### config.mk
export PLATFORM = sky130hd
export DESIGN_NAME = rset_div
export DESIGN_NICKNAME = d
export VERILOG_FILES = /design/src/randomized_set_table_defines.svh /design/src/rset_pkg.sv /design/src/rset_div.sv
export SDC_FILE = /design/constraint.sdc
export NUM_CORES = 1
export LEC_CHECK = 0
export ABC_AREA = 0
export BUFFER_PORTS_ARGS = -buffer_cell sky130_fd_sc_hd__buf_2
export CAP_MARGIN = 20
export CORE_MARGIN = 1.5
export CORE_UTILIZATION = 59
export DETAILED_ROUTE_END_ITERATION = 10
export GPL_TIMING_DRIVEN = 1
export PLACE_DENSITY_LB_ADDON = 0.08
export SLEW_MARGIN = 20
export SYNTH_ARGS = -nofsm -noshare
export SYNTH_HDL_FRONTEND = slang
export SYNTH_SLANG_ARGS = --single-unit
### constraint.sdc
create_clock -name clk -period 10.35 [get_ports clk]
set_clock_uncertainty 0.05 [all_clocks]
set_input_delay 0.5175 -clock clk [delete_from_list [all_inputs] [get_ports clk]]
set_output_delay 0.5175 -clock clk [all_outputs]
set_load 0.02 [all_outputs]
### src/randomized_set_table_defines.svh
// Assertion macros for the randomized set table; empty bodies under synthesis.
`ifndef RANDOMIZED_SET_TABLE_DEFINES_SVH
`define RANDOMIZED_SET_TABLE_DEFINES_SVH

`ifndef SYNTHESIS
`define RSET_ASSERT(label, prop, msg) \
    label: assert property (@(posedge clk) disable iff (!rst_n) (prop)) else $error(msg);
`define RSET_ASSERT_IMPL(label, cond, prop, msg) \
    label: assert property (@(posedge clk) disable iff (!rst_n) (cond) |=> (prop)) \
        else $error(msg);
`else
`define RSET_ASSERT(label, prop, msg)
`define RSET_ASSERT_IMPL(label, cond, prop, msg)
`endif

`endif

### src/rset_pkg.sv
// Shared constants, codes and types of the randomized set table.
package rset_pkg;

    localparam int CAPACITY     = 64;
    localparam int DATA_W       = 32;
    localparam int SLOT_W       = $clog2(CAPACITY);
    localparam int CNT_W        = $clog2(CAPACITY + 1);
    localparam int COMMAND_W    = 2;
    localparam int RANDOM_W     = 16;
    localparam int STATUS_W     = 3;
    localparam int ITEM_COUNT_W = 7;

    // read-out OR tree
    localparam int GROUP_SIZE   = 8;
    localparam int NUM_GROUPS   = (CAPACITY + GROUP_SIZE - 1) / GROUP_SIZE;
    localparam int TREE_LAT     = 3;

    // modulo unit: bits retired per cycle
    localparam int DIV_STEPS    = 4;
    localparam int DIV_ITERS    = RANDOM_W / DIV_STEPS;
    localparam int DIV_ITER_W   = (DIV_ITERS > 1) ? $clog2(DIV_ITERS) : 1;

    localparam logic [COMMAND_W-1:0] CMD_INSERT = 2'd0;
    localparam logic [COMMAND_W-1:0] CMD_REMOVE = 2'd1;
    localparam logic [COMMAND_W-1:0] CMD_PICK   = 2'd2;

    localparam logic [STATUS_W-1:0] STAT_OK          = 3'd0;
    localparam logic [STATUS_W-1:0] STAT_PRESENT     = 3'd1;
    localparam logic [STATUS_W-1:0] STAT_NOT_PRESENT = 3'd2;
    localparam logic [STATUS_W-1:0] STAT_FULL        = 3'd3;
    localparam logic [STATUS_W-1:0] STAT_EMPTY       = 3'd4;

    typedef struct packed {
        logic              write_tail;  // load first free cell
        logic              write_hit;   // load the matching cell
        logic              clear_last;  // drop the last occupied cell
        logic              sel_last;    // read-out picks last cell, else rd_slot
        logic [SLOT_W-1:0] rd_slot;
    } cell_ctl_t;

endpackage

### src/rset_div.sv
// Iterative restoring modulo unit, several quotient bits per cycle.
module rset_div (
    input  logic                            clk,
    input  logic                            rst_n,
    input  logic                            start,
    input  logic [rset_pkg::RANDOM_W-1:0]   dividend,
    input  logic [rset_pkg::CNT_W-1:0]      divisor,
    output logic                            done,
    output logic [rset_pkg::CNT_W-1:0]      remainder
);

    logic                              busy_reg;
    logic                              done_reg;
    logic [rset_pkg::DIV_ITER_W-1:0]   iter_reg;
    logic [rset_pkg::RANDOM_W-1:0]     dvd_reg;
    logic [rset_pkg::RANDOM_W-1:0]     dvd_next;
    logic [rset_pkg::CNT_W-1:0]        dsr_reg;
    logic [rset_pkg::CNT_W-1:0]        rem_reg;
    logic [rset_pkg::CNT_W-1:0]        rem_next;
    logic [rset_pkg::CNT_W:0]          trial;
    logic                              last_iter;

    assign last_iter = (iter_reg == rset_pkg::DIV_ITER_W'(rset_pkg::DIV_ITERS - 1));

    // partial remainder stays below the divisor, so one subtract per bit is enough
    always_comb
    begin
        rem_next = rem_reg;
        dvd_next = dvd_reg;
        trial    = '0;
        for (int k = 0; k < rset_pkg::DIV_STEPS; k++)
        begin
            trial = {rem_next, dvd_next[rset_pkg::RANDOM_W-1]};
            if (trial >= {1'b0, dsr_reg})
            begin
                trial = trial - {1'b0, dsr_reg};
            end
            rem_next = trial[rset_pkg::CNT_W-1:0];
            dvd_next = {dvd_next[rset_pkg::RANDOM_W-2:0], 1'b0};
        end
    end

    always_ff @(posedge clk or negedge rst_n)
    begin
        if (!rst_n)
        begin
            busy_reg <= 1'b0;
            done_reg <= 1'b0;
            iter_reg <= '0;
        end
        else if (start)
        begin
            busy_reg <= 1'b1;
            done_reg <= 1'b0;
            iter_reg <= '0;
        end
        else if (busy_reg)
        begin
            iter_reg <= iter_reg + rset_pkg::DIV_ITER_W'(1);
            if (last_iter)
            begin
                busy_reg <= 1'b0;
                done_reg <= 1'b1;
            end
        end
        else
        begin
            done_reg <= 1'b0;
        end
    end

    always_ff @(posedge clk)
    begin
        if (start)
        begin
            dvd_reg <= dividend;
            dsr_reg <= divisor;
            rem_reg <= '0;
        end
        else if (busy_reg)
        begin
            dvd_reg <= dvd_next;
            rem_reg <= rem_next;
        end
    end

    assign done      = done_reg;
    assign remainder = rem_reg;

endmodule

Word level (Yosys, flattened, before mapping)
Index checks and enable logic that the tools add are counted.
{ "classes": {"addsub": 5, "n_lt_le_gt_ge": 4, "n_eq_ne": 2, "muxes": 14, "n_reduce_logical": 1} }
{ "op_table": {"columns": ["operator", "n"], "rows": [
  ["greater-or-equal comparator 8 x 7 -> 1 bit", 4],
  ["two-way mux 16 bit", 2],
  ["two-way mux 7 bit", 4],
  ["subtractor 7 bit", 4],
  ["two-way mux 1 bit", 6],
  ["two-way mux 2 bit", 2],
  ["inequality test 3 x 2 -> 1 bit, second input constant", 1],
  ["adder 2 x 1 -> 2 bit, second input constant", 1],
  ["== test 2 bit, second input constant", 1],
  ["nonzero test 2 bit", 1]
]} }
{ "totals": {"reg_bits": 34} }

Depth between registers and ports, before layout
Gate-level depths: netlist (run 1).
{ "logic_depth": {"depth_word": 8, "depth_mapped": 36} }

Least setup slack after synthesis (run 1)
OpenSTA, ideal clock, no wires.
{ "synth_path": {"kind": "reg2reg", "start": "reg dvd_reg[15] in the netlist's numbering", "end": "reg rem_reg (netlist bit remainder[4])", "setup_time_ns": 0.103, "t_arrival_ns": 8.005, "required_ns": 10.197, "path_slack_ns": 2.191, "stages_incl_launch_ff": 33, "path_buffers": 1, "synth_period_minus_slack_ns": 8.159, "cell_sequence": "edfxtp_1 inv_1 ha_1 inv_1 fa_1 a211oi_2 o21ai_2 a41o_1 mux2_2 ha_1 nor2b_4 o31a_1 o31a_1 a2111oi_4 nand2_1 mux2_2 fa_1 nor2b_1 o2111ai_1 a41oi_1 a21oi_1 and4_1 buf_2 nor2_1 a21oi_1 fa_1 a21o_1 a21oi_1 nor2b_1 o31a_1 nor3_1 a311oi_1 a2111oi_2"} }
{ "synth_via": {"elab_chain_len": 8, "word_cells_on_any_way": 12, "cone_classes": "add/sub: 4; order compare: 4; mux: 4"} }
{ "synth_rtl": {"columns": ["element", "line_no", "text"], "rows": [
  ["from (decl)", "rset_div.sv:15", "logic [rset_pkg::RANDOM_W-1:0] dvd_reg;"],
  ["from (signal assigned)", "rset_div.sv:76", "dvd_reg <= dividend;"],
  ["from (signal assigned)", "rset_div.sv:82", "dvd_reg <= dvd_next;"],
  ["subtractor 7 bit / greater-or-equal comparator 8 x 7 -> 1 bit (equally long branches)", "rset_div.sv:36, rset_div.sv:34", null],
  ["two-way mux 7 bit *", "rset_div.sv:34", "if (trial >= {1'b0, dsr_reg})"],
  ["subtractor 7 bit / greater-or-equal comparator 8 x 7 -> 1 bit (equally long branches)", "rset_div.sv:36, rset_div.sv:34", null],
  ["two-way mux 7 bit *", "rset_div.sv:34", null],
  ["subtractor 7 bit / greater-or-equal comparator 8 x 7 -> 1 bit (equally long branches)", "rset_div.sv:36, rset_div.sv:34", null],
  ["two-way mux 7 bit *", "rset_div.sv:34", null],
  ["subtractor 7 bit / greater-or-equal comparator 8 x 7 -> 1 bit (equally long branches)", "rset_div.sv:36, rset_div.sv:34", null],
  ["two-way mux 7 bit *", "rset_div.sv:34", null],
  ["to (signal assigned)", "rset_div.sv:83", "rem_reg <= rem_next;"],
  ["to (decl)", "rset_div.sv:18", "logic [rset_pkg::CNT_W-1:0] rem_reg;"]
]} }
Every way passes the cells marked *; elsewhere a longest branch is shown, timed or not.
A chain may end at the register's enable or synchronous reset.

Final worst setup path (run 1)
{ "layout_path": {"start": "reg dsr_reg[1] in the netlist's numbering", "end": "reg rem_reg (netlist bit remainder[2])"} }
{ "layout_via": {"elab_chain_len": 8, "word_cells_on_any_way": 12, "cone_classes": "add/sub: 4; order compare: 4; mux: 4"} }
{ "layout_rtl": {"columns": ["element", "line_no", "text"], "rows": [
  ["from (decl)", "rset_div.sv:17", "logic [rset_pkg::CNT_W-1:0] dsr_reg;"],
  ["from (signal assigned)", "rset_div.sv:77", "dsr_reg <= divisor;"],
  ["subtractor 7 bit / greater-or-equal comparator 8 x 7 -> 1 bit (equally long branches)", "rset_div.sv:36, rset_div.sv:34", null],
  ["two-way mux 7 bit", "rset_div.sv:34", null],
  ["subtractor 7 bit / greater-or-equal comparator 8 x 7 -> 1 bit (equally long branches)", "rset_div.sv:36, rset_div.sv:34", null],
  ["two-way mux 7 bit", "rset_div.sv:34", null],
  ["greater-or-equal comparator 8 x 7 -> 1 bit / subtractor 7 bit (equally long branches)", "rset_div.sv:34, rset_div.sv:36", null],
  ["two-way mux 7 bit", "rset_div.sv:34", null],
  ["subtractor 7 bit / greater-or-equal comparator 8 x 7 -> 1 bit (equally long branches)", "rset_div.sv:36, rset_div.sv:34", null],
  ["two-way mux 7 bit *", "rset_div.sv:34", null]
]} }
Marks and branches as above.

==> impl_metrics.env, run 1 <==
export IMPL_postCtsSetupBuffers=0
export IMPL_clk_latency_ns=0.29
export IMPL_syn_nets=350
export IMPL_drtPass1Iterations=4
export IMPL_cts_path_max_buffers=2
export IMPL_area_growth_pct=10.58
export IMPL_cts_root_buffer="clkbuf_8"
export IMPL_cp_data_required_time_ns=10.47
export IMPL_seq_area_frac_synth_pct=32.00
export IMPL_crit_buf_inv=1
export IMPL_hold_depth=1
export IMPL_period_minus_slack_ns=9.018
export IMPL_via_per_inst=5.855
export IMPL_cp_start_kind="flop"
export IMPL_crit_path_max_fanout=9
export IMPL_tightest_slew_ns=0.8849
export IMPL_min_from="divisor[3]"
export IMPL_largest_reg_flops=16
export IMPL_rsz0062_at_grt="no"
export IMPL_wl_per_cell_um=16.26
export IMPL_postSynthAreaPerCell_um2=9.997
export IMPL_multi_input_area_um2=1863
export IMPL_ys_types=56
export IMPL_arrival_ns=9.14
export IMPL_cp_num_cells=30
export IMPL_final_max_slew_viol_count=0
export IMPL_start_util_pct=61.59
export IMPL_gr_usage_all_layers_pct=26.12
export IMPL_port_buffers=33
export IMPL_drtIter0Drc=141
export IMPL_syn_inst=291
export IMPL_ioPinCount=34
export IMPL_fillCellCount=360
export IMPL_htree_levels=2
export IMPL_grt_max_degree=33
export IMPL_synth_main_ff_cell="edfxtp_1"
export IMPL_worstSetupEndpointType="flop"
export IMPL_r2r_start="dsr_reg[1]"
export IMPL_grt_first_pass_wirelength_um=10570
export IMPL_first_global_vias=2309
export IMPL_diodes=0
export IMPL_finalSetupTns_ns=0
export IMPL_cap_violations=0
export IMPL_relSlewSlack_pct=40.55
export IMPL_r2r_end="remainder[2]"
export IMPL_synth_edf_count=23
export IMPL_reg2regPathDepth=30
export IMPL_yosysWarnings=0
export IMPL_numCtsBuffers=5
export IMPL_fin_area_um2=3217
export IMPL_placed_area_um2=3122
export IMPL_outcome="completed"
export IMPL_drc=0
export IMPL_num_rows=25
export IMPL_regArea_um2=930.9
export IMPL_nets=384
export IMPL_die_area_um2=5361
export IMPL_antenna_found_initial=0
export IMPL_finalHoldViolCount=0
export IMPL_period_share_pct=87.13
export IMPL_slowest_delay_ns=0.69
export IMPL_grt_ovfl_total=0
export IMPL_async_reset_ff_share_pct=11.76
export IMPL_wirelength_um=6390
export IMPL_die_h_um=73.22
export IMPL_gp_congestion=0.9258
export IMPL_worstSetupPathType="reg2reg"
export IMPL_cts_sinks=34
export IMPL_coreArea_um2=4723
export IMPL_netlist_area_um2=2909
export IMPL_via_count=2301
export IMPL_min_path_type="in2reg"
export IMPL_ys_seq_elements=34
export IMPL_ant_nets=0
export IMPL_path_clk_slew_ns=0.07
export IMPL_layout_drive_gt1_share_pct=20.86
export IMPL_min_to="dsr_reg[3]"
export IMPL_fmax_mhz=110.9
export IMPL_cpLargestDelayFamily="compound AO/OA/AOI/OAI gates"
export IMPL_cts_tree="yes"
export IMPL_die_x_um=73.22
export IMPL_r2r_slack_ns=1.33
export IMPL_hpwl_um=5023
export IMPL_cpMaxStageDelayCell="nor3_1"
export IMPL_finalSetupViolCount=0
-- repair_timing --
item	4_1_cts	5_1_grt
hold buffers	1	0
endpoints found under the setup margin	0	0
endpoints found under the hold margin	4	0
gates resized for setup	0	0
-- layout by cell type, fill, tap and decap left out, types with 5 or more instances in the layout --
| cell type | count |
|---|---|
| ha_1 | 29 |
| a21oi_1 | 7 |
| nand2_1 | 15 |
| mux2_2 | 18 |
| buf_2 | 33 |
| edfxtp_1 | 23 |
| xnor2_1 | 10 |
| a211oi_1 | 7 |
| o21a_1 | 5 |
| a21o_1 | 10 |
| nor3_1 | 7 |
| o21ai_0 | 12 |
| inv_1 | 21 |
| nor2b_1 | 7 |
| nor2_1 | 24 |
| clkbuf_8 | 5 |
| mux2i_1 | 5 |
| dfxtp_1 | 7 |
| nand3_1 | 7 |
-- how the worst max path moves through the flow --
| stage | start | to | slack (ns) |
|---|---|---|---|
| floorplan | dvd_reg[15] | remainder[4] | 2.19 |
| global placement | dsr_reg[1] | remainder[2] | 1.55 |
| detailed placement | dsr_reg[1] | remainder[5] | 1.39 |
| CTS | dsr_reg[1] | remainder[5] | 1.35 |
| global route | dsr_reg[1] | remainder[5] | 0.62 |
| finish | dsr_reg[1] | remainder[2] | 1.33 |
-- layout make-up --
type                    instances  area share [%]
clock buffers                   5           2.139
clock inverters                 3          0.5056
inverters                      21           2.450
multi-input cells             229           57.92
flip-flops and latches         34           28.94
well taps                      67           2.606
repair buffers                 34           5.445
-- worst register-to-register path: cells and delay by family, from the launching register on --
kind | cells | cell delay, ns
and+or+nand+nor | 9 | 2.46
muxes | 2 | 0.68
DFF | 1 | 0.43
adders and majority gates | 4 | 1.71
AOI/OAI and AO/OA | 14 | 3.38
buffers and inverters | 1 | 0.18
-- cells by family after synthesis --
group                    count (synthesis)  share of synthesized area, %
AND/OR/NAND/NOR                         83                         14.67
AO/OA/AOI/OAI                           78                         21.85
flip-flops                              34                         32.00
adder cells (fa/ha/maj)                 33                         15.23
buffers and inverters                   28                         3.957
multiplexers                            23                         8.688
XOR/XNOR                                12                         3.613
-- synthesized netlist by cell type (7+ instances only) --
| master | n | share of area, % |
|---|---|---|
| a211oi_1 | 7 | 1.8 |
| a21o_1 | 10 | 2.6 |
| a21oi_1 | 7 | 1.2 |
| dfxtp_1 | 7 | 4.8 |
| edfxtp_1 | 23 | 24 |
| ha_1 | 29 | 12 |
| inv_1 | 21 | 2.7 |
| mux2_2 | 18 | 7.0 |
| nand2_1 | 15 | 1.9 |
| nand3_1 | 7 | 1.2 |
| nor2_1 | 24 | 3.1 |
| nor2b_1 | 7 | 1.5 |
| nor3_1 | 7 | 1.2 |
| o21ai_0 | 12 | 2.1 |
| xnor2_1 | 10 | 3.0 |
-- through the flow --
stage / setup WS [ns] / hold WS [ns] / instances / utilization, %
2_1_floorplan: 2.191 / 0.1719 / 291 / -
3_3_place_gp: 1.552 / 0.2764 / 384 / 66.09
3_5_place_dp: 1.392 / 0.2752 / 384 / 66.09
4_1_cts: 1.353 / 0.3469 / 393 / 68.11
5_1_grt: 0.6160 / 0.3461 / 393 / 68.11
6_report: 1.332 / 0.3522 / 393 / 68.11
-- per-layer routing --
layer,GRT usage (%),vias to the layer above,wire (um)
li1,-,1173,-
met1,32.74,1068,2947
met2,44.34,46,3060
met3,3.729,14,196
met4,11.95,0,185
met5,0,-,0
Power of run 1 is not shown: default switching activity piles up to over one toggle a cycle in this logic, so the estimate is an artifact.
==> inputs of run 2 (changes only) <==
--- a/config.mk
+++ b/config.mk
@@ -9,7 +9,7 @@
 export BUFFER_PORTS_ARGS = -buffer_cell sky130_fd_sc_hd__buf_2
 export CAP_MARGIN = 20
 export CORE_MARGIN = 1.5
-export CORE_UTILIZATION = 59
+export CORE_UTILIZATION = 45
 export DETAILED_ROUTE_END_ITERATION = 10
 export GPL_TIMING_DRIVEN = 1
 export PLACE_DENSITY_LB_ADDON = 0.08
==> run 2 against run 1 <==
First-iteration DRC count is 48% lower. Largest cell class unchanged. Utilization is 17 points lower. Critical path depth stayed put.
==> impl_metrics.env, run 2 (synthesis gave the netlist of run 1 again) <==
export IMPL_fmax_mhz=108.9
export IMPL_coreArea_um2=6314
export IMPL_die_x_um=83.40
export IMPL_cp_data_required_time_ns=10.46
export IMPL_finalHoldViolCount=0
export IMPL_final_max_slew_viol_count=0
export IMPL_area_growth_pct=11.01
export IMPL_cts_sinks=34
export IMPL_drtPass1Iterations=4
export IMPL_start_util_pct=46.08
export IMPL_drc=0
export IMPL_wirelength_um=6824
export IMPL_largest_reg_flops=16
export IMPL_grt_ovfl_total=0
export IMPL_ant_nets=0
export IMPL_drtIter0Drc=73
export IMPL_nets=384
export IMPL_path_clk_slew_ns=0.07
export IMPL_slowest_delay_ns=0.71
export IMPL_wl_per_cell_um=16.93
export IMPL_grt_max_degree=33
export IMPL_gp_congestion=0.9279
export IMPL_worstSetupEndpointType="flop"
export IMPL_die_area_um2=6956
export IMPL_period_minus_slack_ns=9.180
export IMPL_r2r_slack_ns=1.17
export IMPL_ioPinCount=34
export IMPL_finalSetupTns_ns=0
export IMPL_crit_path_max_fanout=9
export IMPL_diodes=0
export IMPL_grt_first_pass_wirelength_um=11320
export IMPL_relSlewSlack_pct=38.65
export IMPL_num_rows=29
export IMPL_clk_latency_ns=0.28
export IMPL_cap_violations=0
export IMPL_final_common_cell="buf_2"
export IMPL_cts_root_buffer="clkbuf_8"
export IMPL_cts_resized=0
export IMPL_period_share_pct=88.70
export IMPL_hpwl_um=5463
export IMPL_first_global_vias=2344
export IMPL_via_per_inst=5.856
export IMPL_arrival_ns=9.29
export IMPL_gr_usage_all_layers_pct=20.47
export IMPL_port_buffers=33
export IMPL_rsz0062_at_grt="no"
export IMPL_cts_path_max_buffers=2
export IMPL_via_count=2360
export IMPL_htree_levels=2
export IMPL_cts_tree="yes"
export IMPL_tightest_slew_ns=0.9132
export IMPL_numCtsBuffers=5
export IMPL_min_path_type="in2reg"
export IMPL_antenna_found_initial=0
export IMPL_die_h_um=83.40
export IMPL_outcome="completed"
export IMPL_worstSetupPathType="reg2reg"
export IMPL_finalSetupViolCount=0
export IMPL_layout_drive_gt1_share_pct=20.86
export IMPL_cp_start_kind="flop"
export IMPL_most_common_layout_cells="33 x buf_2, 29 x ha_1, 24 x nor2_1"
export IMPL_cpMaxStageDelayCell="nor3_1"
[run 2: cell counts in the layout (fill, tap and decap cells not counted)]
No cell type changed its count.
[run 2: repair_timing]
| action | 4_1_cts | 5_1_grt |
|---|---|---|
| hold buffers | 1 | 0 |
| hold endpoints to repair | 4 | 0 |
| buffers inserted | 0 | 0 |
[run 2: worst paths after layout]
| path | from | end | depth (start not counted) |
|---|---|---|---|
| worst max-delay path | dsr_reg[1] | remainder[2] | 30 |
| max in group asynchronous | rst_n | busy_reg | 2 |
| worst min register to register | done | done | 2 |
| worst max register to register | dsr_reg[1] | remainder[2] | 30 |
| worst min-delay path | divisor[5] | dsr_reg[5] | 1 |
| min in group asynchronous | rst_n | iter_reg[0] | 2 |
[run 2: layout make-up]
type,instances,area (um2)
inverters,21,78.83
multi-input cells,229,1863
fillers,603,3084
clock inverters,3,16.27
clock buffers,5,68.82
well taps,77,96.34
repair buffers,34,175.2
flip-flops and latches,34,930.9
[run 2: per-stage QoR]
step / instance area [um2] / setup slack [ns] / util [%] / hold slack (ns) / std cells
finish: 3229 / 1.170 / 51.15 / 0.3562 / 403
global route: 3229 / 0.4695 / 51.15 / 0.3403 / 403
CTS: 3229 / 1.238 / 51.15 / 0.3497 / 403
detailed placement: 3134 / 1.284 / 49.64 / 0.2755 / 394
global placement: 3134 / 1.456 / 49.64 / 0.2753 / 394
floorplan: 2909 / 2.191 / - / 0.1719 / 291
[run 2: worst max-delay path: cells and delay by family (launching register included)]
kind / cells / cell delay, ns
buf+inv: 1 / 0.20
flops: 1 / 0.44
simple gates: 9 / 2.53
mux: 2 / 0.69
fa+ha+maj: 4 / 1.72
compound gates: 14 / 3.42
[run 2: metal layers]
| metal | GRT usage [%] | vias to the layer above | routed length (um) |
|---|---|---|---|
| met1 | 26.70 | 1137 | 3254 |
| met3 | 3.082 | 14 | 143 |
| met4 | 6.818 | 0 | 193 |
| met2 | 34.74 | 39 | 3233 |
| li1 | - | 1170 | - |
| met5 | 0 | - | 0 |
Power of run 2 is left out for the same reason.
