### src/randomized_set_table_defines.svh
// Assertion macros for the randomized set table; empty bodies under synthesis.
`ifndef RANDOMIZED_SET_TABLE_DEFINES_SVH
`define RANDOMIZED_SET_TABLE_DEFINES_SVH

`ifndef SYNTHESIS
`define RSET_ASSERT(label, prop, msg) \
    label: assert property (@(posedge clk) disable iff (!rst_n) (prop)) else $error(msg);
`define RSET_ASSERT_IMPL(label, cond, prop, msg) \
    label: assert property (@(posedge clk) disable iff (!rst_n) (cond) |=> (prop)) \
        else $error(msg);
`else
`define RSET_ASSERT(label, prop, msg)
`define RSET_ASSERT_IMPL(label, cond, prop, msg)
`endif

`endif

### src/rset_pkg.sv
// Shared constants, codes and types of the randomized set table.
package rset_pkg;

    localparam int CAPACITY     = 64;
    localparam int DATA_W       = 32;
    localparam int SLOT_W       = $clog2(CAPACITY);
    localparam int CNT_W        = $clog2(CAPACITY + 1);
    localparam int COMMAND_W    = 2;
    localparam int RANDOM_W     = 16;
    localparam int STATUS_W     = 3;
    localparam int ITEM_COUNT_W = 7;

    // read-out OR tree
    localparam int GROUP_SIZE   = 8;
    localparam int NUM_GROUPS   = (CAPACITY + GROUP_SIZE - 1) / GROUP_SIZE;
    localparam int TREE_LAT     = 3;

    // modulo unit: bits retired per cycle
    localparam int DIV_STEPS    = 4;
    localparam int DIV_ITERS    = RANDOM_W / DIV_STEPS;
    localparam int DIV_ITER_W   = (DIV_ITERS > 1) ? $clog2(DIV_ITERS) : 1;

    localparam logic [COMMAND_W-1:0] CMD_INSERT = 2'd0;
    localparam logic [COMMAND_W-1:0] CMD_REMOVE = 2'd1;
    localparam logic [COMMAND_W-1:0] CMD_PICK   = 2'd2;

    localparam logic [STATUS_W-1:0] STAT_OK          = 3'd0;
    localparam logic [STATUS_W-1:0] STAT_PRESENT     = 3'd1;
    localparam logic [STATUS_W-1:0] STAT_NOT_PRESENT = 3'd2;
    localparam logic [STATUS_W-1:0] STAT_FULL        = 3'd3;
    localparam logic [STATUS_W-1:0] STAT_EMPTY       = 3'd4;

    typedef struct packed {
        logic              write_tail;  // load first free cell
        logic              write_hit;   // load the matching cell
        logic              clear_last;  // drop the last occupied cell
        logic              sel_last;    // read-out picks last cell, else rd_slot
        logic [SLOT_W-1:0] rd_slot;
    } cell_ctl_t;

endpackage

### src/rset_cell.sv
// One storage cell: value, occupancy, key match and masked read-out.
module rset_cell (
    input  logic                          clk,
    input  logic                          rst_n,
    input  logic [rset_pkg::SLOT_W-1:0]   cell_index,
    input  rset_pkg::cell_ctl_t           ctl,
    input  logic [rset_pkg::DATA_W-1:0]   key,
    input  logic [rset_pkg::DATA_W-1:0]   wr_data,
    input  logic                          prev_occ,
    input  logic                          next_occ,
    output logic                          occ,
    output logic                          hit,
    output logic [rset_pkg::DATA_W-1:0]   rd_data
);

    logic                          occ_reg;
    logic                          occ_next;
    logic                          hit_reg;
    logic [rset_pkg::DATA_W-1:0]   value_reg;
    logic [rset_pkg::DATA_W-1:0]   rd_reg;
    logic                          is_tail;
    logic                          is_last;
    logic                          load;
    logic                          sel;

    // tail = first free cell, last = last occupied cell; both seen through the neighbors
    assign is_tail = prev_occ && !occ_reg;
    assign is_last = occ_reg && !next_occ;
    assign load    = (ctl.write_tail && is_tail) || (ctl.write_hit && hit_reg);
    assign sel     = ctl.sel_last ? is_last : (cell_index == ctl.rd_slot);

    always_comb
    begin
        occ_next = occ_reg;
        if (ctl.write_tail && is_tail)
        begin
            occ_next = 1'b1;
        end
        else if (ctl.clear_last && is_last)
        begin
            occ_next = 1'b0;
        end
    end

    always_ff @(posedge clk or negedge rst_n)
    begin
        if (!rst_n)
        begin
            occ_reg <= 1'b0;
            hit_reg <= 1'b0;
        end
        else
        begin
            occ_reg <= occ_next;
            hit_reg <= occ_reg && (value_reg == key);
        end
    end

    always_ff @(posedge clk)
    begin
        if (load)
        begin
            value_reg <= wr_data;
        end
        rd_reg <= sel ? value_reg : '0;
    end

    assign occ     = occ_reg;
    assign hit     = hit_reg;
    assign rd_data = rd_reg;

endmodule

### config.mk
export PLATFORM = sky130hd
export DESIGN_NAME = rset_cell
export DESIGN_NICKNAME = d
export VERILOG_FILES = /design/src/randomized_set_table_defines.svh /design/src/rset_pkg.sv /design/src/rset_cell.sv
export SDC_FILE = /design/constraint.sdc
export NUM_CORES = 1
export LEC_CHECK = 0
export ABC_AREA = 0
export BUFFER_PORTS_ARGS = -buffer_cell sky130_fd_sc_hd__buf_2
export CAP_MARGIN = 20
export CORE_AREA = 2 2 76 78
export CTS_BUF_LIST = sky130_fd_sc_hd__clkbuf_8
export CTS_CLUSTER_DIAMETER = 120
export DETAILED_ROUTE_END_ITERATION = 12
export DIE_AREA = 0 0 78 80
export GPL_ROUTABILITY_DRIVEN = 0
export PLACE_DENSITY = 0.8
export SKIP_LAST_GASP = 1
export SLEW_MARGIN = 10
export SYNTH_ARGS = -nofsm -noshare
export SYNTH_HDL_FRONTEND = slang
export SYNTH_SLANG_ARGS = --single-unit
export TNS_END_PERCENT = 100
### constraint.sdc
create_clock -name clk -period 3.8 [get_ports clk]
set_input_delay 0.19 -clock clk [delete_from_list [all_inputs] [get_ports clk]]
set_output_delay 0.19 -clock clk [all_outputs]
set_load 0.03 [all_outputs]
Yosys cells after proc, flatten, opt, wreduce, memory -nomap -nowiden
Cells that the tools add are included.
W data, S select, Z words.
- word-level logic and storage cells: 19
- output and inout port bits: 34
- register bits: 66
- bits of input ports: 84
- mux-type cells: 3
- reductions and logical operators: 10
- eq/ne operators: 2
- operator list (kind ; number):
    $eq A32 B32 Y1 ; 1
    $eq A6 B6 Y1 ; 1
    $logic_and A1 B1 Y1 ; 6
    $mux W1 ; 3
    $logic_not A1 Y1 ; 2
    $reduce_bool A2 Y1 ; 1
    $logic_or A1 B1 Y1 ; 1

Longest topological paths before layout
Gate-level depths: netlist (run 1).
- depth after elaboration: 5
- depth in mapped cells: 5
- depth with buffers taken out: 4

Worst setup path after synthesis (run 1)
Ideal clock, no wire load.
- path type: reg-to-reg
- from: register occ_reg (netlist: occ)
- to: register value_reg[0] (netlist name) (enable)
- arrival: 2.880 ns
- cell stages (with the launch flop): 2
- slack: 0.454 ns
- period minus slack after synthesis: 3.346 ns
- required time: 3.334 ns
- buffers on the path: 0
- library setup time: 0.466 ns
- cells stage by stage: dfrtp_1 > o21ai_0
- longest elaborated chain between the ends: 4
- RTL lines (item ; RTL line ; source):
    start, declared ; rset_cell.sv:16 ; logic occ_reg;
    start signal, assigned ; rset_cell.sv:54 ; occ_reg <= occ_next;
    $logic_not A1 Y1 ; rset_cell.sv:27 ; assign is_tail = prev_occ && !occ_reg;
    $logic_and A1 B1 Y1 ; rset_cell.sv:27 ;
    $logic_and A1 B1 Y1 ; rset_cell.sv:29 ; assign load = (ctl.write_tail && is_tail) || (ctl.write_hit && hit_reg);
    $logic_or A1 B1 Y1 ; rset_cell.sv:29 ;
    net load ; rset_cell.sv:23 ; logic load;
    end signal, assigned ; rset_cell.sv:63 ; value_reg <= wr_data;
    end, declared ; rset_cell.sv:19 ; logic [rset_pkg::DATA_W-1:0] value_reg;
The timed path passes the listed nets, and every way through them passes these cells.
A chain may end at the register's enable or synchronous reset.

Final worst setup path (run 1)
- from: register occ_reg (netlist: occ)
- to: register rd_reg (netlist bit rd_data[17])
- longest elaborated chain between the ends: 2
- RTL lines (item ; RTL line ; source):
    $logic_and A1 B1 Y1 ; rset_cell.sv:28 ; assign is_last = occ_reg && !next_occ;
    $mux W1 ; rset_cell.sv:30 ; assign sel = ctl.sel_last ? is_last : (cell_index == ctl.rd_slot);
    end signal, assigned ; rset_cell.sv:65 ; rd_reg <= sel ? value_reg : '0;
    end, declared ; rset_cell.sv:20 ; logic [rset_pkg::DATA_W-1:0] rd_reg;
Every way passes these cells.

==> flow_metrics.py, run 1 <==
metrics = {
    "drt": {
        "top_layer": "met4",
        "dr_wl_met2_um": 2490,
        "totalWireLength_um": 4790,
        "drc": 0,
        "dr_wl_met3_um": 387,
        "ant_nets": 0,
        "viasPerCell": 4.45,
        "drt-initial-drc-count": 46,
        "drt-met1-wl_um": 1840,
        "dr.pass1.iters": 5,
        "route.vias.total": 1633,
        "wl_per_cell_um": 13.0,
    },
    "critical_path": {
        "crit_slowest_cell": "a32oi_4",
        "cp-start-kind": "flip-flop",
        "worstPathRequired_ns": 4.01,
        "r2r_cells": 3,
        "end_kind": "flip-flop",
        "path_max_fanout": 19,
        "path_cells": "a32oi_4 -> buf_4 -> nor2b_2",
        "crit_type": "flip-flop to flip-flop",
        "r2r_slack_ns": 1.99,
        "worst_ep_arrival_time_ns": 2.02,
        "cpPeakStageDelay_ns": 0.74,
    },
    "cells_and_area": {
        "diodes": 0,
        "register_area_mm2": 0.00165,
        "fillers": 444,
        "fin_nets": 374,
        "multi_input_area_um2": 768,
        "synthToLayoutAreaGrowth_pct": 34.6,
        "drive_gt1_share_pct": 55.9,
    },
    "sta": {
        "setup_violations": 0,
        "slew_headroom_pct": 29.3,
        "clock_skew_ns": 0.00531,
        "fmax_ghz": 0.552,
        "hold_viol_final": 0,
        "period_needed_ns": 1.81,
        "worstMarginPinSlew_ns": 1.06,
        "grt_setup_unrepaired": "no",
        "setup_tns_ns": 0,
        "drv_slew": 0,
        "timing.hold.ws_ns": 0.0378,
        "finalCritPeriodShare_pct": 47.6,
    },
    "synth": {
        "synth_nets": 247,
        "synth.yosys.seq_area_share_pct": 67.5,
        "avgSynthCellArea_um2": 15.0,
        "syn_inst": 163,
        "synth-seq-cells": 66,
        "ys_types": 23,
        "yosys_warnings": 0,
        "syn_area_mm2": 0.00245,
    },
    "die": {
        "initial_core_util_pct": 45.3,
        "rows": 27,
        "die-area_mm2": 0.00624,
        "coreArea_mm2": 0.00541,
        "io_pins": 118,
        "die_y_um": 80,
        "chipWidth_um": 78,
    },
    "power_and_ir_drop": {
        "p_clk_share_pct": 32.8,
        "seqPwrFrac_pct": 54.4,
        "p_leak_nw": 1.48,
        "ir_drop_mv": 0.206,
        "power.density_mw_per_mm2": 448,
        "p_sw_mw": 0.366,
        "p_sw_share_pct": 24.8,
        "combPwrFrac_pct": 12.8,
        "intPower_mw": 1.11,
    },
    "worst_hold_path": {
        "min_path_cells": 1,
        "hold_path.class": "input pin to flip-flop",
    },
    "clock_network": {
        "clkTransAtPathRegs_ns": 0.07,
        "cts_buffers": 9,
        "clock_latency_ns": 0.32,
        "cts_tree": "yes",
        "clock_sinks": 66,
        "cts.repair.resized": 0,
        "cts-root-buf": "clkbuf_8",
        "htreeDepth": 3,
        "clock_path_buffers": 2,
    },
    "place": {
        "numPortBuffers": 117,
        "dpl.hpwl_um": 3600,
    },
    "global_route": {
        "grt_pass1_vias": 1703,
        "antenna_found_initial": 0,
        "grt.overflow.total": 0,
        "grt_use_total_pct": 16.1,
        "grt_pass1_wl_um": 7450,
        "grt_max_degree": 33,
    },
    "job": {
        "maxCapViolations": 0,
    },
    "run_status": {
        "status": "finished clean",
    },
}
==> layer usage <==
layer | vias up | global-route usage, %
met5 | - | 0
met4 | 0 | 7.37
met3 | 7 | 5.09
met2 | 78 | 28.7
met1 | 737 | 17.4
li1 | 811 | -
==> power by group through the flow <==
stage	Combinational, mW	Sequential [mW]	Clock (mW)
2_1_floorplan	0.0717	0.856	0
3_3_place_gp	0.186	0.818	0
3_5_place_dp	0.191	0.819	0
4_1_cts	0.192	0.803	0.501
5_1_grt	0.204	0.807	0.535
6_report	0.189	0.803	0.485
==> placed cells by master, fill, tap and decap left out, drive strengths merged <==
cell and n:
a21oi 1, a222oi 1, a31oi 1, a32oi 1, and2b 2, buf 118
clkbuf 10, clkinv 1, clkinvlp 1, dfrtp 2, dfxtp 32, dlygate4sd3 1
edfxtp 32, inv 8, nand2 4, nand4 2, nor2 2, nor2b 28
nor3 1, nor4 8, o21ai 2, o22ai 1, or3 1, xnor2 5
xor2 30
==> critical path, delay by kind of cell (launching register included) <==
kind,cells,cell delay (ns)
flops,1,0.48
compound gates,1,0.74
simple gates,1,0.06
buf+inv,1,0.40
==> final timing paths <==
kind	start	to
worst max-delay path	occ	rd_data[17]
worst min-delay path	wr_data[27]	value_reg[27]
worst max register to register	occ	rd_data[17]
worst min register to register	value_reg[12]	rd_data[12]
max in group asynchronous	rst_n	hit
min in group asynchronous	rst_n	occ
==> cells in the mapped netlist <==
cell type | count | area share (%)
xnor2_1 | 5 | 1.8
o22ai_1 | 1 | 0.26
nor4_2 | 1 | 0.51
edfxtp_1 | 32 | 39
nor3_1 | 1 | 0.20
dfxtp_1 | 32 | 26
a31oi_1 | 1 | 0.26
o21ai_0 | 2 | 0.41
buf_6 | 3 | 1.4
nor2_2 | 2 | 0.51
or3_1 | 1 | 0.26
xor2_1 | 30 | 11
nor2b_2 | 25 | 9.0
nand2_1 | 4 | 0.61
nor4_1 | 7 | 1.8
nor2b_4 | 3 | 1.7
nand4_1 | 2 | 0.51
dfrtp_1 | 2 | 2.0
a222oi_1 | 1 | 0.41
inv_1 | 4 | 0.61
a21oi_1 | 1 | 0.20
and2b_2 | 2 | 0.72
a32oi_2 | 1 | 0.67
==> through the flow <==
stage / util (%) / instance area, um2 / power, mW / std cells / setup slack, ns
floorplan: - / 2450 / 0.927 / 163 / 0.454
global placement: 57.7 / 3120 / 1.00 / 350 / 1.91
detailed placement: 57.7 / 3120 / 1.01 / 350 / 1.87
CTS: 60.9 / 3290 / 1.50 / 367 / 1.94
global route: 60.9 / 3290 / 1.55 / 367 / 1.86
finish: 60.9 / 3290 / 1.48 / 367 / 1.99
==> what timing repair did <==
item | 4_1_cts | 5_1_grt
hold buffers | 1 | 0
endpoints found under the hold margin | 2 | 0
setup buffers | 0 | 0
==> layout make-up <==
cell class,count,area share [%]
clock buffers,10,4.18
clock inverters,6,0.836
inverters,4,0.456
multi-input cells,90,23.3
flip-flops and latches,66,50.2
well taps,72,2.74
repair buffers,119,18.3
==> cell families after synthesis <==
kind of cell	count (synthesis)	synth area share (%)
compound gates	7	2.20
xor+xnor	35	12.5
buf+inv	7	1.99
flops	66	67.5
simple gates	48	15.8
(Power assumes the default switching activity.)
==> run 2: changes to the inputs <==
--- a/config.mk
+++ b/config.mk
@@ -8,13 +8,13 @@
 export ABC_AREA = 0
 export BUFFER_PORTS_ARGS = -buffer_cell sky130_fd_sc_hd__buf_2
 export CAP_MARGIN = 20
-export CORE_AREA = 2 2 76 78
+export CORE_AREA = 2 2 79 81
 export CTS_BUF_LIST = sky130_fd_sc_hd__clkbuf_8
 export CTS_CLUSTER_DIAMETER = 120
 export DETAILED_ROUTE_END_ITERATION = 12
-export DIE_AREA = 0 0 78 80
+export DIE_AREA = 0 0 81 83
 export GPL_ROUTABILITY_DRIVEN = 0
-export PLACE_DENSITY = 0.8
+export PLACE_DENSITY = 0.77
 export SKIP_LAST_GASP = 1
 export SLEW_MARGIN = 10
 export SYNTH_ARGS = -nofsm -noshare
==> constraint.sdc (replaced) <==
create_clock -name clk -period 1.5 [get_ports clk]
set_input_delay 0.075 -clock clk [delete_from_list [all_inputs] [get_ports clk]]
set_output_delay 0.075 -clock clk [all_outputs]
set_load 0.03 [all_outputs]
==> run 2 against run 1 <==
Net effect: cell area up 13%; worst setup slack lost 2.0 ns; the flow now finishes with violations (negative setup slack); critical endpoint is now hit; clock skew is 0.0080 ns higher; sequential cell count did not move.
==> flow_metrics.py, run 2 (synthesis results as in run 1) <==
metrics = {
    "critical_path": {
        "worstPathRequired_ns": 1.73,
        "cp_top_family": "simple AND/OR/NAND/NOR gates",
        "cpPeakStageDelay_ns": 0.42,
        "path_cells": "xor2_1 -> nor4_2 -> nand4_1 -> nor4_2",
        "end_kind": "flip-flop",
        "path_max_fanout": 2,
        "rr_startpoint": "value_reg[4]",
        "worst_ep_arrival_time_ns": 1.73,
        "crit_type": "flip-flop to flip-flop",
        "r2r_slack_ns": -0.002,
        "cpMostUsedCell": "nor4_2",
        "setup.worst_path.end": "hit",
        "crit_slowest_cell": "edfxtp_1",
        "cp_num_buf_inv": 0,
        "cp_num_cells": 4,
        "r2r_end": "hit",
        "worstSetupStartpoint": "value_reg[4]",
        "cp-start-kind": "flip-flop",
        "r2r_cells": 4,
    },
    "worst_hold_path": {
        "hold_path.class": "input pin to flip-flop",
        "min_path_cells": 3,
    },
    "drt": {
        "totalWireLength_um": 5430,
        "ant_nets": 0,
        "drc": 0,
        "wl_per_cell_um": 13.4,
        "route.vias.total": 1777,
        "dr.pass1.iters": 4,
        "drt-initial-drc-count": 73,
        "viasPerCell": 4.38,
    },
    "sta": {
        "period_needed_ns": 1.50,
        "fmax_ghz": 0.666,
        "slew_headroom_pct": 77.4,
        "setup_ws_ns": -0.00156,
        "setup_violations": 1,
        "drv_slew": 0,
        "hold_viol_final": 0,
        "worstMarginPinSlew_ns": 0.336,
        "finalCritPeriodShare_pct": 100,
        "clock_skew_ns": 0.0133,
        "grt_setup_unrepaired": "yes",
    },
    "clock_network": {
        "clkTransAtPathRegs_ns": 0.07,
        "clock_path_buffers": 2,
        "htreeDepth": 3,
        "cts_tree": "yes",
        "clock_latency_ns": 0.33,
        "cts-root-buf": "clkbuf_8",
        "cts_buffers": 9,
        "postCtsSetupRepairBufs": 0,
        "clock_sinks": 66,
    },
    "global_route": {
        "grt_use_total_pct": 16.5,
        "grt_pass1_wl_um": 8320,
        "antenna_found_initial": 0,
        "grt_pass1_vias": 1914,
        "grt_max_degree": 33,
        "grt.overflow.total": 0,
    },
    "place": {
        "numPortBuffers": 117,
        "placed_area_mm2": 0.00316,
        "dpl.hpwl_um": 3650,
    },
    "cells_and_area": {
        "register_area_mm2": 0.00165,
        "layout_common_cells": "buf_2 (117), dlygate4sd3_1 (34), dfxtp_1 (32), edfxtp_1 (32), xor2_1 (30)",
        "fin_area_mm2": 0.00371,
        "synthToLayoutAreaGrowth_pct": 51.9,
        "fillers": 483,
        "diodes": 0,
        "drive_gt1_share_pct": 53.2,
        "final_common_cell": "buf_2",
        "multi_input_area_um2": 800,
        "fin_nets": 410,
        "final_util_pct": 63.9,
    },
    "power_and_ir_drop": {
        "p_total_mw": 3.95,
        "p_leak_nw": 1.64,
        "power.density_mw_per_mm2": 1060,
        "ir_drop_mv": 0.642,
    },
    "die": {
        "chipWidth_um": 81,
        "rows": 28,
        "die-area_mm2": 0.00672,
        "io_pins": 118,
        "coreArea_mm2": 0.00582,
        "die_y_um": 83,
        "initial_core_util_pct": 42.1,
    },
    "run_status": {
        "violations": "negative setup slack",
        "status": "finished, violations left",
    },
    "job": {
        "maxCapViolations": 0,
    },
}
[run 2: what timing repair did]
action                                  4_1_cts  5_1_grt
gates resized for setup                       1        4
pin swaps                                     0        4
endpoints found under the setup margin        1        1
endpoints found under the hold margin        35        0
hold buffers                                 34        0
gates cloned                                  0        0
[run 2: metrics by stage]
step                      TNS [ns]  hold WS [ns]  worst slack [ns]  cells
after floorplan                  0        -0.221            0.0103    163
after global placement           0        -0.130            0.0383    356
after detailed placement   -0.0222        -0.131           -0.0222    356
after CTS                        0        0.0395          0.000789    406
after global routing        -0.161        0.0575            -0.161    406
final                     -0.00156        0.0542          -0.00156    406
[run 2: how the worst min path moves through the flow]
stage | from | endpoint | slack, ns
detailed placement | rst_n | hit | -0.13
CTS | prev_occ | occ | 0.04
global route | rst_n | occ | 0.06
global placement | rst_n | hit | -0.13
finish | prev_occ | occ | 0.05
floorplan | rst_n | hit | -0.22
[run 2: cell type report]
cell class	count	area share [%]
clock buffers	12	4.45
clock inverters	4	0.539
inverters	4	0.404
multi-input cells	90	21.5
flip-flops and latches	66	44.5
well taps	75	2.53
repair buffers	155	26.1
[run 2: report_power, final]
part	leakage, nW	switching (mW)	internal (mW)
clock	0.101	0.618	0.721
sequential	0.578	0.0461	1.99
combinational	0.961	0.296	0.275
[run 2: per-layer routing]
metal	routed length (um)	track usage (%)	vias to the layer above	part of all wire [%]
met5	0	0	-	0
met4	97	7.09	0	1.8
met3	290	4.35	11	5.3
met2	2890	29.5	69	53
met1	2150	17.8	816	40
li1	-	-	881	-
[run 2: worst min-delay path: stages]
cell and delay [ns]:
buf_2 0.10, a21oi_1 0.11, a31oi_1 0.04
==> run 3: changes to the inputs <==
--- a/config.mk
+++ b/config.mk
@@ -7,16 +7,16 @@
 export LEC_CHECK = 0
 export ABC_AREA = 0
 export BUFFER_PORTS_ARGS = -buffer_cell sky130_fd_sc_hd__buf_2
-export CAP_MARGIN = 20
 export CORE_AREA = 2 2 79 81
 export CTS_BUF_LIST = sky130_fd_sc_hd__clkbuf_8
 export CTS_CLUSTER_DIAMETER = 120
 export DETAILED_ROUTE_END_ITERATION = 12
 export DIE_AREA = 0 0 81 83
 export GPL_ROUTABILITY_DRIVEN = 0
+export GPL_TIMING_DRIVEN = 0
 export PLACE_DENSITY = 0.77
 export SKIP_LAST_GASP = 1
-export SLEW_MARGIN = 10
+export SLEW_MARGIN = 20
 export SYNTH_ARGS = -nofsm -noshare
 export SYNTH_HDL_FRONTEND = slang
 export SYNTH_SLANG_ARGS = --single-unit
==> run 3 against run 2 <==
Net effect: the flow now finishes without violations; sequential power barely moved; via count fell by 1.2%; worst hold slack worse by 0.020 ns; cell area down 0.27%; largest cell class unchanged.
==> flow_metrics.py, run 3 (synthesis results as in run 1) <==
metrics = {
    "clock_network": {
        "cts_tree": "yes",
        "htreeDepth": 3,
        "clock_path_buffers": 2,
        "clock_latency_ns": 0.33,
        "clock_sinks": 66,
        "cts-root-buf": "clkbuf_8",
        "cts_buffers": 9,
        "clkTransAtPathRegs_ns": 0.06,
    },
    "critical_path": {
        "r2r_cells": 4,
        "rr_startpoint": "value_reg[17]",
        "worstPathRequired_ns": 1.73,
        "end_kind": "flip-flop",
        "crit_type": "flip-flop to flip-flop",
        "r2r_end": "hit",
        "r2r_slack_ns": 0.03,
        "cp-start-kind": "flip-flop",
        "path_max_fanout": 2,
        "worst_ep_arrival_time_ns": 1.70,
    },
    "global_route": {
        "grt_use_total_pct": 17.4,
        "grt_pass1_wl_um": 8570,
        "grt_pass1_vias": 1950,
        "antenna_found_initial": 0,
        "grt_max_degree": 17,
        "grt.overflow.total": 0,
    },
    "sta": {
        "setup_tns_ns": 0,
        "clock_skew_ns": 0.00732,
        "hold_viol_final": 0,
        "finalCritPeriodShare_pct": 98.3,
        "slew_headroom_pct": 58.9,
        "grt_setup_unrepaired": "yes",
        "period_needed_ns": 1.47,
        "fmax_ghz": 0.678,
        "drv_slew": 0,
        "worstMarginPinSlew_ns": 0.614,
        "setup_violations": 0,
        "timing.hold.ws_ns": 0.0343,
        "setup_ws_ns": 0.0257,
    },
    "cells_and_area": {
        "layout_common_cells": "buf_2 (117), dlygate4sd3_1 (34), dfxtp_1 (32), edfxtp_1 (32), xor2_1 (30)",
        "diodes": 0,
        "fillers": 449,
        "synthToLayoutAreaGrowth_pct": 51.5,
        "drive_gt1_share_pct": 52.9,
        "final_common_cell": "buf_2",
        "fin_nets": 410,
    },
    "power_and_ir_drop": {
        "p_leak_nw": 1.64,
        "p_total_mw": 3.99,
        "power.density_mw_per_mm2": 1080,
        "ir_drop_mv": 0.765,
    },
    "die": {
        "chipWidth_um": 81,
        "initial_core_util_pct": 42.1,
        "io_pins": 118,
        "die-area_mm2": 0.00672,
        "die_y_um": 83,
        "rows": 28,
        "coreArea_mm2": 0.00582,
    },
    "drt": {
        "viasPerCell": 4.32,
        "dr.pass1.iters": 4,
        "drt-initial-drc-count": 52,
        "totalWireLength_um": 5550,
        "wl_per_cell_um": 13.7,
        "drc": 0,
        "route.vias.total": 1755,
        "ant_nets": 0,
    },
    "place": {
        "dpl.hpwl_um": 3680,
        "numPortBuffers": 117,
        "place_ws_ns": -0.202,
    },
    "run_status": {
        "status": "finished clean",
    },
    "job": {
        "maxCapViolations": 0,
    },
    "worst_hold_path": {
        "hold_path.class": "input pin to flip-flop",
        "hold_start": "next_occ",
        "whs_endpoint": "occ",
        "min_path_cells": 3,
    },
}
==> run 3: changes by cell type in the layout (fill, tap and decap cells not counted), moves of 2 or more <==
cell	previous run	this run
clkinv_2	1	3
clkbuf_8	12	9
buf_4	3	0
buf_6	0	3
==> run 3: worst max path at each step <==
| stage | startpoint | endpoint | cells after the start |
|---|---|---|---|
| after floorplan | occ | value_reg[0] | 1 |
| after CTS | value_reg[13] | hit | 4 |
| final | value_reg[17] | hit | 4 |
| after global placement | occ | value_reg[14] | 1 |
| after detailed placement | occ | value_reg[10] | 1 |
| after global routing | value_reg[3] | hit | 4 |
==> run 3: metrics by stage <==
stage	instances	utilization [%]	cell area [um2]
floorplan	163	-	2460
global placement	355	54.0	3140
detailed placement	355	54.0	3140
CTS	406	63.7	3700
global route	406	63.7	3700
finish	406	63.7	3700
==> run 3: power breakdown <==
group | switching (mW) | internal (mW) | leakage, nW
clock | 0.630 | 0.749 | 0.102
sequential | 0.0492 | 1.99 | 0.578
combinational | 0.301 | 0.272 | 0.964
total | 0.980 | 3.01 | 1.64
==> run 3: repair_timing <==
item,4_1_cts,5_1_grt
pin swaps,4,3
gates resized for setup,5,0
cloned,1,0
hold buffers,34,0
endpoints found under the hold margin,35,0
endpoints found under the setup margin,33,1
buffers inserted,0,0
==> run 3: area by class of cell <==
class / instances / area, um2 / area share (%)
buffer: 3 / 33.8 / 0.912
sequential: 66 / 1650 / 44.6
inverter: 4 / 15.0 / 0.405
multi-input combinational: 91 / 798 / 21.5
clock inverter: 7 / 61.3 / 1.65
timing repair buffer: 151 / 926 / 25.0
tap: 75 / 93.8 / 2.53
clock buffer: 9 / 124 / 3.34
==> run 3: routing by layer <==
layer  GRT usage (%)  wire length (um)
met4            8.78               149
met2            30.7              2870
met5               0                 0
met1            18.1              2120
met3            5.65               402
==> run 3: worst max-delay path, stage by stage, from the launching register on <==
cell and delay, ns:
edfxtp_1 0.39, xor2_1 0.17, nor4_2 0.33, nand4_1 0.20, nor4_2 0.29
